**src/hdl/mti_pulse_canceller_defines.svh**
```systemverilog
// assertion macros shared by the pulse canceller modules
`ifndef MTI_PULSE_CANCELLER_DEFINES_SVH
`define MTI_PULSE_CANCELLER_DEFINES_SVH

`ifndef SYNTHESIS

// property must hold at every clock edge out of reset
`define MTIPC_ASSERT(lbl, clk, rstn, prop) \
  lbl: assert property (@(posedge clk) disable iff (!(rstn)) (prop)) \
    else $error("%m: check failed");

// condition must never be seen at a clock edge out of reset
`define MTIPC_NEVER(lbl, clk, rstn, cond) \
  lbl: assert property (@(posedge clk) disable iff (!(rstn)) !(cond)) \
    else $error("%m: forbidden condition seen");

`else

`define MTIPC_ASSERT(lbl, clk, rstn, prop)
`define MTIPC_NEVER(lbl, clk, rstn, cond)

`endif

`endif

```
**src/hdl/mtipc_pkg.sv**
```systemverilog
// shared types, constants and helpers of the pulse canceller
`default_nettype none

package mtipc_pkg;

  localparam int MAX_BINS    = 4096;
  localparam int BIN_W       = $clog2(MAX_BINS);
  localparam int MAX_PULSES  = 256;
  localparam int PULSE_W     = $clog2(MAX_PULSES);
  localparam int SAMPLE_BITS = 16;
  localparam int OUT_W       = SAMPLE_BITS + 2;
  localparam int SPP_W       = 13;
  localparam int PPD_W       = 9;
  localparam int CFG_IDX_W   = 2;
  localparam int CFG_DATA_W  = 13;
  localparam int OBUF_DEPTH  = 4;
  localparam int OBUF_PTR_W  = $clog2(OBUF_DEPTH);
  localparam int OBUF_CNT_W  = OBUF_PTR_W + 1;

  // configuration register indexes
  typedef enum logic [CFG_IDX_W-1:0] {
    CFG_MODE = 2'd0,
    CFG_SPP  = 2'd1,
    CFG_PPD  = 2'd2
  } cfg_reg_e;

  typedef enum logic {
    MODE_TWO_PULSE   = 1'b0,
    MODE_THREE_PULSE = 1'b1
  } mode_e;

  typedef struct packed {
    logic signed [SAMPLE_BITS-1:0] re;
    logic signed [SAMPLE_BITS-1:0] im;
  } sample_t;

  // one delay line entry: previous pulse and the pulse before it
  typedef struct packed {
    sample_t one;
    sample_t two;
  } line_t;

  localparam int LINE_W = $bits(line_t);

  // per-item control from the sequencer
  typedef struct packed {
    logic [BIN_W-1:0] addr;
    logic             emit;
    logic             last;
  } item_ctl_t;

  typedef struct packed {
    logic signed [OUT_W-1:0] re;
    logic signed [OUT_W-1:0] im;
    logic                    last;
  } result_t;

  function automatic logic signed [OUT_W-1:0] sext_out(input logic signed [SAMPLE_BITS-1:0] v);
    sext_out = {{(OUT_W - SAMPLE_BITS){v[SAMPLE_BITS-1]}}, v};
  endfunction

endpackage

`default_nettype wire

```
**src/hdl/mtipc_channels.sv**
```systemverilog
// valid/ready channel interfaces for samples and canceller results
`default_nettype none


interface mtipc_out_if;
  logic                               valid;
  logic                               ready;
  logic signed [mtipc_pkg::OUT_W-1:0] out_real;
  logic signed [mtipc_pkg::OUT_W-1:0] out_imag;
  logic                               dwell_last;

  modport source (output valid, output out_real, output out_imag, output dwell_last,
                  input ready);
  modport sink (input valid, input out_real, input out_imag, input dwell_last,
                output ready);
endinterface

`default_nettype wire

```
**src/hdl/mtipc_fifo.sv**
```systemverilog
// small result buffer that decouples the canceller from the output channel
`default_nettype none

`include "mti_pulse_canceller_defines.svh"

module mtipc_fifo (
  input  wire logic                              clk_i,
  input  wire logic                              rst_ni,
  input  wire logic                              push_i,
  input  wire mtipc_pkg::result_t                push_data_i,
  output logic [mtipc_pkg::OBUF_CNT_W-1:0]       count_o,
  mtipc_out_if.source                            out_result
);

  mtipc_pkg::result_t                    buf_q [mtipc_pkg::OBUF_DEPTH];
  logic [mtipc_pkg::OBUF_PTR_W-1:0]      wr_ptr_q, rd_ptr_q;
  logic [mtipc_pkg::OBUF_CNT_W-1:0]      count_q;
  logic                                  pop;
  mtipc_pkg::result_t                    head;

  assign pop     = out_result.valid && out_result.ready;
  assign head    = buf_q[rd_ptr_q];
  assign count_o = count_q;

  // output channel from the head entry
  assign out_result.valid      = (count_q != '0);
  assign out_result.out_real   = head.re;
  assign out_result.out_imag   = head.im;
  assign out_result.dwell_last = head.last;

  // payload storage
  always_ff @(posedge clk_i) begin
    if (push_i) begin
      buf_q[wr_ptr_q] <= push_data_i;
    end
  end

  // pointers and fill level
  always_ff @(posedge clk_i or negedge rst_ni) begin
    if (!rst_ni) begin
      wr_ptr_q <= '0;
      rd_ptr_q <= '0;
      count_q  <= '0;
    end else begin
      if (push_i) begin
        wr_ptr_q <= wr_ptr_q + 1'b1;
      end
      if (pop) begin
        rd_ptr_q <= rd_ptr_q + 1'b1;
      end
      count_q <= count_q + mtipc_pkg::OBUF_CNT_W'(push_i) - mtipc_pkg::OBUF_CNT_W'(pop);
    end
  end

  // buffer never overflows and the level tracks the pointers
  `MTIPC_NEVER(a_no_overflow, clk_i, rst_ni,
               push_i && !pop && (count_q == mtipc_pkg::OBUF_CNT_W'(mtipc_pkg::OBUF_DEPTH)))
  `MTIPC_ASSERT(a_level_matches, clk_i, rst_ni,
                count_q[mtipc_pkg::OBUF_PTR_W-1:0] == (wr_ptr_q - rd_ptr_q))

endmodule

`default_nettype wire

```
**src/flat_wrapper.sv**
```systemverilog
// flat-port wrapper written by rule: the top's interface ports become plain ports
module mtipc_fifo_flat 
  (clk_i, rst_ni, push_i, push_data_i, count_o, out_result_valid, out_result_out_real, out_result_out_imag, out_result_dwell_last, out_result_ready);
  mtipc_out_if out_result_i ();
  input  wire logic clk_i;
  input  wire logic rst_ni;
  input  wire logic push_i;
  input  wire mtipc_pkg::result_t push_data_i;
  output logic [mtipc_pkg::OBUF_CNT_W-1:0] count_o;
  output wire logic [$bits(out_result_i.valid)-1:0] out_result_valid;
  output wire logic [$bits(out_result_i.out_real)-1:0] out_result_out_real;
  output wire logic [$bits(out_result_i.out_imag)-1:0] out_result_out_imag;
  output wire logic [$bits(out_result_i.dwell_last)-1:0] out_result_dwell_last;
  input wire logic [$bits(out_result_i.ready)-1:0] out_result_ready;
  assign out_result_valid = out_result_i.valid;
  assign out_result_out_real = out_result_i.out_real;
  assign out_result_out_imag = out_result_i.out_imag;
  assign out_result_dwell_last = out_result_i.dwell_last;
  assign out_result_i.ready = out_result_ready;
  mtipc_fifo u_core (.clk_i(clk_i), .rst_ni(rst_ni), .push_i(push_i), .push_data_i(push_data_i), .count_o(count_o), .out_result(out_result_i));
endmodule
```
**config.mk**
```make
export PLATFORM = sky130hd
export DESIGN_NAME = mtipc_fifo_flat
export DESIGN_NICKNAME = d
export VERILOG_FILES = /design/src/hdl/mtipc_pkg.sv /design/src/hdl/mtipc_channels.sv /design/src/hdl/mtipc_fifo.sv /design/src/flat_wrapper.sv
export VERILOG_INCLUDE_DIRS = /design/src /design/src/hdl
export SDC_FILE = /design/constraint.sdc
export NUM_CORES = 1
export LEC_CHECK = 0
export ABC_CLOCK_PERIOD_IN_PS = 2110
export CAP_MARGIN = 30
export CORE_AREA = 2 2 116 118
export DETAILED_ROUTE_END_ITERATION = 10
export DIE_AREA = 0 0 118 120
export DONT_BUFFER_PORTS = 1
export SETUP_SLACK_MARGIN = 0.1
export SYNTH_ARGS = -nofsm -noshare
export SYNTH_HDL_FRONTEND = slang
export SYNTH_SLANG_ARGS = --single-unit
```
**constraint.sdc**
```tcl
create_clock -name clk_i -period 2.11 [get_ports clk_i]
set_input_delay 0.422 -clock clk_i [delete_from_list [all_inputs] [get_ports clk_i]]
set_output_delay 0.422 -clock clk_i [all_outputs]
set_load 0.01 [all_outputs]
```
==> impl_metrics.ini <==
[critical_path]
worstPathArrival_ns = 1.65
crit_family = multiplexers
path_max_fanout = 10
path_cells = buf_4, buf_12, mux4_2
r2r_slack_ns = 0.19
slowest_stage = mux4_2
path_class = flip-flop to primary output
start_kind = flip-flop
endpoint_kind = primary output
cp_num_buf_inv = 2
cpPeakStageDelay_ns = 0.57
crit_required_ns = 1.69

[routing]
first_iter_violations = 156
ant_nets = 0
wl_mm = 9.79
drcViolationCount = 0
firstDrtPassIters = 4
via_per_inst = 5.33
dr_total_vias = 2390
routedWlPerCell_um = 21.9

[sta]
slew_headroom_pct = 73.8
worst_slack_ns = 0.0345
tightest_slew_ns = 0.387
fin_setup_tns_ns = 0
whs_ns = 0.0970
drv_slew = 0
setup_viol = 0
period_share_pct = 98.4
fmax_mhz = 482
worst_clock_skew_ns = 0.00417
finalHoldViolations = 0
rsz0062_at_grt = yes
fin_crit_ns = 2.08

[final_layout]
antenna-diode-count = 0
fin_nets = 307
final_cells = 448
fin_util_pct = 52.0
num-fill-cells = 1047
final_area_sq_mm = 0.00675
multiInputGateArea_sq_mm = 0.00105
syn2layout_area_growth_pct = 17.8
register_area_sq_mm = 0.00462
drive_gt1_share_pct = 35.3

[global_routing]
grt_overflow_total = 0
use_met3_pct = 6.56
groute.usage.overall_pct = 15.1
met2_usage_pct = 25.0
grt.busiest_layer = met2
grt_pass1_vias = 2655
antenna_found_initial = 0
grt_max_degree = 39
grt_pass1_wl_mm = 15.2
grt_use_met1_pct = 17.1

[floorplanning]
io_pins = 82
core-area_sq_mm = 0.0130
fp.dieW_um = 118
initial_core_util_pct = 44.1
die_y_um = 120
rows = 42
die_area_sq_mm = 0.0142

[worst_hold_path]
hold_class = input pin to flip-flop

[logic_synthesis]
synth_top_cell_by_area = edfxtp_1
synth_nets = 275
synth_area_sq_mm = 0.00573
netlist_instances = 227
yosysWarnings = 0
synth.cells.most_frequent = edfxtp_1 (148), mux4_2 (37), dfrtp_1 (7)
synth_area_leaders = edfxtp_1 (78%), mux4_2 (15%), dfrtp_1 (3.1%)
synth_most_common_cell = edfxtp_1
yosysSeqAreaShare_pct = 80.6
synth_cell_type_count = 18
avgSynthCellArea_sq_um = 25.2
synth-edff-count = 148
yosys.area.top_type_share_pct = 77.6
async_reset_ff_share_pct = 4.52
ys_ff_latch = 155
synth_flop_cell = edfxtp_1

[clock_tree]
cts_tree = done
cts_max_level = 4
cts_sinks = 155
cts-root-buf = clkbuf_16
cts_made_buffers = 17
cts_buffer_depth = 2
clkLatencyLatePin_ns = 0.41
path_clk_slew_ns = 0.06

[outcome]
status = finished clean

[place]
dp_slack_ns = 0.159
place_area_sq_mm = 0.00607
portBuffers = 0
post-dp-hpwl_mm = 5.58
gp_congestion = 0.690
dp.cells = 408

[power_and_ir_drop]
power_mw = 9.71
ir_drop_uv = 744
powerDensity_mw_per_mm2 = 1440
leakagePower_nw = 2.20

[flow_run]
drv_cap = 0
[metal layers]
metal,vias up,part of all wire (%)
li1,1017,-
met1,1288,39
met2,69,52
met3,16,7.0
met4,0,2.0
met5,-,0
[state kept, by name, indices dropped and copies added, names as in the netlist]
name             cells
u_core.buf_q       148
u_core.count_o       3
u_core.rd_ptr_q      2
u_core.wr_ptr_q      2
[path summary, 6_finish.rpt]
path                                         start                 endpoint  depth (start not counted)
worst max register to register   u_core.count_o[2]        u_core.count_o[2]                          7
worst min-delay path                        push_i       u_core.wr_ptr_q[0]                          1
worst min register to register  u_core.wr_ptr_q[0]       u_core.wr_ptr_q[0]                          1
max in group asynchronous                   rst_ni       u_core.rd_ptr_q[0]                          1
min in group asynchronous                   rst_ni        u_core.count_o[1]                          1
worst max-delay path            u_core.rd_ptr_q[0]  out_result_out_real[13]                          3
[report_power, final]
part | switching, mW | total (mW) | internal [mW] | leakage, nW
clock | 1.15 | 2.77 | 1.62 | 0.260
combinational | 1.46 | 2.75 | 1.29 | 0.504
sequential | 0.148 | 4.19 | 4.04 | 1.44
[cells in the final DEF (no fill, tap or decap), types with 4 or more instances in the layout]
cell type / instances
ha_1: 5
clkinvlp_4: 4
buf_12: 7
and2_2: 4
mux4_2: 37
buf_4: 11
dfrtp_1: 5
inv_1: 6
edfxtp_1: 148
clkbuf_16: 19
[cells by family (layout without fill, tap and decap cells)]
group / count (synthesis) / count (layout) / share of synthesized area [%]
compound gates: 3 / 3 / 0.393
simple gates: 6 / 6 / 0.612
mux: 37 / 37 / 14.5
buf+inv: 14 / 59 / 1.38
flops: 155 / 155 / 80.6
fa+ha+maj: 7 / 7 / 1.66
xor+xnor: 5 / 5 / 0.765
[area by class of cell]
cell class | count | share of cell area [%]
tap | 176 | 3.26
multi-input combinational | 58 | 15.5
clock buffer | 18 | 6.36
inverter | 6 | 0.334
timing repair buffer | 21 | 4.19
clock inverter | 14 | 1.82
sequential | 155 | 68.5
[worst reg2reg max path, cell delays in order (launching register included)]
cell,delay [ns]
dfrtp_1,0.38
o31a_1,0.32
ha_1,0.27
inv_1,0.04
ha_2,0.17
fa_2,0.38
xnor2_2,0.15
xnor2_1,0.12
[timing repair]
item	4_1_cts	5_1_grt
setup endpoints to repair	37	38
buffers inserted	0	5
hold endpoints to repair	7	0
gates resized for setup	0	3
gates cloned	0	2
pin swaps	0	2
hold buffers	1	0
(Power assumes the default switching activity.)
