<file path="src/hdl/mti_pulse_canceller_defines.svh">
// assertion macros shared by the pulse canceller modules
`ifndef MTI_PULSE_CANCELLER_DEFINES_SVH
`define MTI_PULSE_CANCELLER_DEFINES_SVH

`ifndef SYNTHESIS

// property must hold at every clock edge out of reset
`define MTIPC_ASSERT(lbl, clk, rstn, prop) \
  lbl: assert property (@(posedge clk) disable iff (!(rstn)) (prop)) \
    else $error("%m: check failed");

// condition must never be seen at a clock edge out of reset
`define MTIPC_NEVER(lbl, clk, rstn, cond) \
  lbl: assert property (@(posedge clk) disable iff (!(rstn)) !(cond)) \
    else $error("%m: forbidden condition seen");

`else

`define MTIPC_ASSERT(lbl, clk, rstn, prop)
`define MTIPC_NEVER(lbl, clk, rstn, cond)

`endif

`endif

</file>
<file path="src/hdl/mtipc_pkg.sv">
// shared types, constants and helpers of the pulse canceller
`default_nettype none

package mtipc_pkg;

  localparam int MAX_BINS    = 4096;
  localparam int BIN_W       = $clog2(MAX_BINS);
  localparam int MAX_PULSES  = 256;
  localparam int PULSE_W     = $clog2(MAX_PULSES);
  localparam int SAMPLE_BITS = 16;
  localparam int OUT_W       = SAMPLE_BITS + 2;
  localparam int SPP_W       = 13;
  localparam int PPD_W       = 9;
  localparam int CFG_IDX_W   = 2;
  localparam int CFG_DATA_W  = 13;
  localparam int OBUF_DEPTH  = 4;
  localparam int OBUF_PTR_W  = $clog2(OBUF_DEPTH);
  localparam int OBUF_CNT_W  = OBUF_PTR_W + 1;

  // configuration register indexes
  typedef enum logic [CFG_IDX_W-1:0] {
    CFG_MODE = 2'd0,
    CFG_SPP  = 2'd1,
    CFG_PPD  = 2'd2
  } cfg_reg_e;

  typedef enum logic {
    MODE_TWO_PULSE   = 1'b0,
    MODE_THREE_PULSE = 1'b1
  } mode_e;

  typedef struct packed {
    logic signed [SAMPLE_BITS-1:0] re;
    logic signed [SAMPLE_BITS-1:0] im;
  } sample_t;

  // one delay line entry: previous pulse and the pulse before it
  typedef struct packed {
    sample_t one;
    sample_t two;
  } line_t;

  localparam int LINE_W = $bits(line_t);

  // per-item control from the sequencer
  typedef struct packed {
    logic [BIN_W-1:0] addr;
    logic             emit;
    logic             last;
  } item_ctl_t;

  typedef struct packed {
    logic signed [OUT_W-1:0] re;
    logic signed [OUT_W-1:0] im;
    logic                    last;
  } result_t;

  function automatic logic signed [OUT_W-1:0] sext_out(input logic signed [SAMPLE_BITS-1:0] v);
    sext_out = {{(OUT_W - SAMPLE_BITS){v[SAMPLE_BITS-1]}}, v};
  endfunction

endpackage

`default_nettype wire

</file>
<file path="src/hdl/mtipc_seq.sv">
// configuration registers and bin/pulse sequencing of the canceller
`default_nettype none

`include "mti_pulse_canceller_defines.svh"

module mtipc_seq (
  input  wire logic                                clk_i,
  input  wire logic                                rst_ni,
  input  wire logic                                cfg_we_i,
  input  wire logic [mtipc_pkg::CFG_IDX_W-1:0]     cfg_idx_i,
  input  wire logic [mtipc_pkg::CFG_DATA_W-1:0]    cfg_data_i,
  input  wire logic                                accept_i,
  output mtipc_pkg::mode_e                         mode_o,
  output mtipc_pkg::item_ctl_t                     ctl_o
);

  mtipc_pkg::mode_e                     mode_q;
  logic [mtipc_pkg::SPP_W-1:0]          spp_q;
  logic [mtipc_pkg::PPD_W-1:0]          ppd_q;
  logic [mtipc_pkg::BIN_W-1:0]          bin_q, bin_d;
  logic [mtipc_pkg::PULSE_W-1:0]        pulse_q, pulse_d;
  logic [mtipc_pkg::BIN_W-1:0]          last_bin;
  logic [mtipc_pkg::PULSE_W-1:0]        last_pulse;
  logic [mtipc_pkg::PULSE_W-1:0]        first_pulse;
  logic                                 bin_wrap;
  logic                                 pulse_wrap;

  // clamp the bin count to 1..MAX_BINS, kept as the index of the last bin
  always_comb begin
    if (spp_q == '0) begin
      last_bin = '0;
    end else if (spp_q >= mtipc_pkg::SPP_W'(mtipc_pkg::MAX_BINS)) begin
      last_bin = mtipc_pkg::BIN_W'(mtipc_pkg::MAX_BINS - 1);
    end else begin
      last_bin = mtipc_pkg::BIN_W'(spp_q - 1'b1);
    end
  end

  // clamp the pulse count to 2..MAX_PULSES
  always_comb begin
    if (ppd_q < mtipc_pkg::PPD_W'(2)) begin
      last_pulse = mtipc_pkg::PULSE_W'(1);
    end else if (ppd_q >= mtipc_pkg::PPD_W'(mtipc_pkg::MAX_PULSES)) begin
      last_pulse = mtipc_pkg::PULSE_W'(mtipc_pkg::MAX_PULSES - 1);
    end else begin
      last_pulse = mtipc_pkg::PULSE_W'(ppd_q - 1'b1);
    end
  end

  assign first_pulse = (mode_q == mtipc_pkg::MODE_THREE_PULSE) ? mtipc_pkg::PULSE_W'(2)
                                                                : mtipc_pkg::PULSE_W'(1);
  assign bin_wrap    = (bin_q >= last_bin);
  assign pulse_wrap  = (pulse_q >= last_pulse);

  // control for the item offered this cycle
  assign ctl_o.addr = bin_q;
  assign ctl_o.emit = (pulse_q >= first_pulse);
  assign ctl_o.last = (pulse_q == last_pulse) && (bin_q == last_bin);
  assign mode_o     = mode_q;

  // counter advance
  always_comb begin
    bin_d   = bin_q;
    pulse_d = pulse_q;
    if (cfg_we_i) begin
      bin_d   = '0;
      pulse_d = '0;
    end else if (accept_i) begin
      if (bin_wrap) begin
        bin_d   = '0;
        pulse_d = pulse_wrap ? '0 : pulse_q + 1'b1;
      end else begin
        bin_d = bin_q + 1'b1;
      end
    end
  end

  // registers
  always_ff @(posedge clk_i or negedge rst_ni) begin
    if (!rst_ni) begin
      mode_q  <= mtipc_pkg::MODE_TWO_PULSE;
      spp_q   <= mtipc_pkg::SPP_W'(1000);
      ppd_q   <= mtipc_pkg::PPD_W'(32);
      bin_q   <= '0;
      pulse_q <= '0;
    end else begin
      bin_q   <= bin_d;
      pulse_q <= pulse_d;
      if (cfg_we_i) begin
        unique case (mtipc_pkg::cfg_reg_e'(cfg_idx_i))
          mtipc_pkg::CFG_MODE: mode_q <= mtipc_pkg::mode_e'(cfg_data_i[0]);
          mtipc_pkg::CFG_SPP:  spp_q  <= cfg_data_i[mtipc_pkg::SPP_W-1:0];
          mtipc_pkg::CFG_PPD:  ppd_q  <= cfg_data_i[mtipc_pkg::PPD_W-1:0];
          default: ;
        endcase
      end
    end
  end

  // counters stay inside the current dwell geometry
  `MTIPC_ASSERT(a_bin_in_range, clk_i, rst_ni, bin_q <= last_bin)
  `MTIPC_ASSERT(a_pulse_in_range, clk_i, rst_ni, pulse_q <= last_pulse)

endmodule

`default_nettype wire

</file>
<file path="config.mk">
export PLATFORM = sky130hd
export DESIGN_NAME = mtipc_seq
export DESIGN_NICKNAME = d
export VERILOG_FILES = /design/src/hdl/mtipc_pkg.sv /design/src/hdl/mtipc_seq.sv
export VERILOG_INCLUDE_DIRS = /design/src /design/src/hdl
export SDC_FILE = /design/constraint.sdc
export NUM_CORES = 1
export LEC_CHECK = 0
export ABC_CLOCK_PERIOD_IN_PS = 11090
export BUFFER_PORTS_ARGS = -buffer_cell sky130_fd_sc_hd__buf_2
export CORE_AREA = 10 10 91 93
export DETAILED_ROUTE_END_ITERATION = 16
export DIE_AREA = 0 0 101 103
export HOLD_SLACK_MARGIN = 0.08
export PLACE_DENSITY_LB_ADDON = 0.15
export SYNTH_ARGS = -nofsm -noshare
export SYNTH_HDL_FRONTEND = slang
export SYNTH_SLANG_ARGS = --single-unit
export TNS_END_PERCENT = 1
</file>
<file path="constraint.sdc">
create_clock -name clk_i -period 11.09 [get_ports clk_i]
set_clock_uncertainty 0.15 [all_clocks]
set_input_delay 0.5545 -clock clk_i [delete_from_list [all_inputs] [get_ports clk_i]]
set_output_delay 0.5545 -clock clk_i [all_outputs]
set_load 0.01 [all_outputs]
</file>
==> impl_results.md <==
* Status: finished, final reports clean
* Drt wl/cell at approximately 15 um
* Area growth syn-to-layout at 11.9%
* Worst vdd ir at between 0.07 and 0.08 mV
* CTS Hold Buffers Added at 0
* CTS Root Cell: clkbuf_8
* Antenna viol nets, final at 0
* Worst Setup SP: spp_q[0]$_DFFE_PN0P_
* Clock power share at 0.264
* Hold WC Path Type: primary input to asynchronous set/reset pin
* Slew Limit Fails at 0
* P_leak at approximately 1.5 nW
* Final Routed Wirelength at around 6 mm
* WP data required at between 10 and 15 ns
* DR vias/cell at 5.38
* Met1 Wirelength at 2.89 mm
* Worst Setup Start Kind: flop
* PortBufs at 33
* Synth Register Bits at 43
* Pre-CTS WS at 6.98 ns
* Sequential share of power at 0.487
* Layout cell share with drive strength beyond 1 at 0.245
* DR vias at 2,169
* Synthesized area at approximately 0.0028 mm^2
* Slew @ Worst Pin at between 0.9 and 1 ns
* PD cells at approximately 130 mW/mm^2
* Leading cell type in the layout, fill and taps excluded: dfrtp_1
* Setup-failing EPs final at 0
* Prevailing post-synth register cell: dfrtp_1
* Final setup margin at approximately 7.0 ns
* Initial DRC count at between 40 and 50
* Element type at the critical path end: flop
* Syn Area/Cell at 9.75 um^2
* Most frequent cells in the layout: 36 x dfrtp_1, 33 x buf_2, 29 x o21ai_0, 26 x ha_1, 23 x mux2_2
* CTS max path bufs at 2
* Worst slew margin at 0.362
* Final Cycle Share at 0.370
* Initial Util at 0.429
* Nets@finish at roughly 370
* Routed met3 length at 247 um
* DP Wirelength at about 4.7 mm
* Asr flop ratio synth at 1.00
* RSZ-0062 raised after global routing: false
* CTS resizes at 0
* Cells after Synth at approximately 290
* Die height at between 100 and 150 um
* Hold Vio Cnt, Final at 0
* Gpl congestion at 0.836
* Worst Path Max Fanout at 19
* Clock slew at reported path FFs at around 0.090 ns
* DR top layer: met4
* Die Span X at about 100 um
* Total Power at roughly 0.42 mW
* Grt ovf at 0
* Register area share after synthesis at 0.385
* I/O pin cnt at 34
* First-pass GRT wire length at ~10 mm
* Crit Path Class: flop to flop
* Number of global-route vias before repair at 2,200
* Cell variety after synth at 44
* Fin util at 0.480
* DRC Markers at 0
* Post-CTS Setup Inserts at 0
* Mapped Nets at 334
* Die ar. at 0.0104 mm^2
* Tmin final at just over 4 ns
* TritonCTS clock tree: built
* Worst endpoint data arrival time at ~4.2 ns
* Gate power share at 0.248
* Switching share of power at 0.313
* Synthesis warning total at 0
* Reg2reg start: spp_q[0]$_DFFE_PN0P_
* Setup_tns at 0 ns
* H-tree Lvls at 2
* Total GRT Usage at 0.122
* Core ar. at 0.00657 mm^2
* Clk sinks at between 40 and 50
* Sw power at roughly 0.13 mW
* Internal cell power at 0.288 mW
* Largest net degree at the start of global routing at between 40 and 50
* # Max-Cap Violations at 0
* Diodes inserted at 0
* Detailed Routing Iterations Pass 1 at 4
* Routed met2 length at approximately 2.6 mm
* Max Freq at roughly 240 MHz
* Row cnt at 30
* CTS buffer count at 5
* Clock latency on the worst-skew pair at around 0.30 ns
* Initial antenna violation count at 0
* Post-synth EDFFs at 0
[cells by family after synthesis]
| logic type | Yosys count | synth area share |
|---|---|---|
| muxes | 24 | 0.0955 |
| buffers and inverters | 24 | 0.0351 |
| xor gates and xnor gates | 18 | 0.0560 |
| adders and majority gates | 26 | 0.116 |
| and+or+nand+nor | 96 | 0.184 |
| AOI/OAI and AO/OA | 58 | 0.129 |
| DFF | 43 | 0.385 |
[final timing paths]
path / cells after the start / to / slack [ns]
max: 13 / pulse_q[7]$_DFFE_PN0P_ / 6.99
min: 1 / bin_q[1]$_DFFE_PN0P_ / 0.26
max reg2reg: 13 / pulse_q[7]$_DFFE_PN0P_ / 6.99
min reg2reg: 1 / spp_q[1]$_DFFE_PN0P_ / 0.39
max in group asynchronous: 1 / spp_q[4]$_DFFE_PN0P_ / 9.95
min in group clk_i: 2 / spp_q[11]$_DFFE_PN0P_ / 0.34
[sequential cells by signal, summed over array words and instances, names as in the netlist]
register	cells
spp_q	13
ppd_q	9
bin_q	12
mode_o	1
pulse_q	8
[area by class of cell]
class	instances	area, um^2
Inverter	17	63.8
Clock inverter	1	7.51
Timing Repair Buffer	33	165
Tap cell	80	100
Sequential cell	43	1080
Fill cell	608	3420
Clock buffer	7	96.3
Multi-Input combinational cell	222	1630
[power groups by stage]
stage	Sequential, mW	Clock (mW)	Combinational [mW]
2_1_floorplan	0.200	0	0.0817
3_3_place_gp	0.207	0	0.104
3_5_place_dp	0.208	0	0.107
4_1_cts	0.204	0.116	0.107
5_1_grt	0.209	0.123	0.125
6_report	0.205	0.111	0.104
[stage by stage]
stage	hold slack (ns)	std cells	cell area, um^2
finish	0.259	403	3150
global route	0.330	403	3150
CTS	0.283	403	3150
detailed placement	0.373	395	3050
global placement	0.366	395	3050
floorplan	0.109	289	2820
[Yosys cell counts, drive strengths merged (7+ instances only)]
cell | number | area share
dfrtp | 36 | 0.32
o21ai | 30 | 0.053
ha | 26 | 0.12
mux2 | 23 | 0.092
nor2 | 21 | 0.028
inv | 17 | 0.023
nand2 | 17 | 0.023
xor2 | 11 | 0.034
nor3 | 10 | 0.020
nand4 | 9 | 0.020
a21oi | 7 | 0.014
dfstp | 7 | 0.065
nand3 | 7 | 0.012
nand3b | 7 | 0.020
xnor2 | 7 | 0.022
[critical path, stage by stage (launching register included)]
cell and delay (ns):
dfrtp_1 0.40, inv_1 0.08, ha_1 0.21, nand3b_2 0.12, or3_4 0.37, or4_4 0.55, o21ai_0 0.13, ha_1 0.17
and4_1 0.23, nand4_1 0.12, a221o_1 0.33, a21oi_2 0.61, and2_0 0.40, a22o_1 0.18
[metal layers]
| layer | GRT usage | up-vias |
|---|---|---|
| met5 | 0 | - |
| met4 | 0.0461 | 0 |
| met3 | 0.0308 | 9 |
| met2 | 0.192 | 38 |
| met1 | 0.157 | 1012 |
| li1 | - | 1110 |
(Power assumes the default switching activity.)
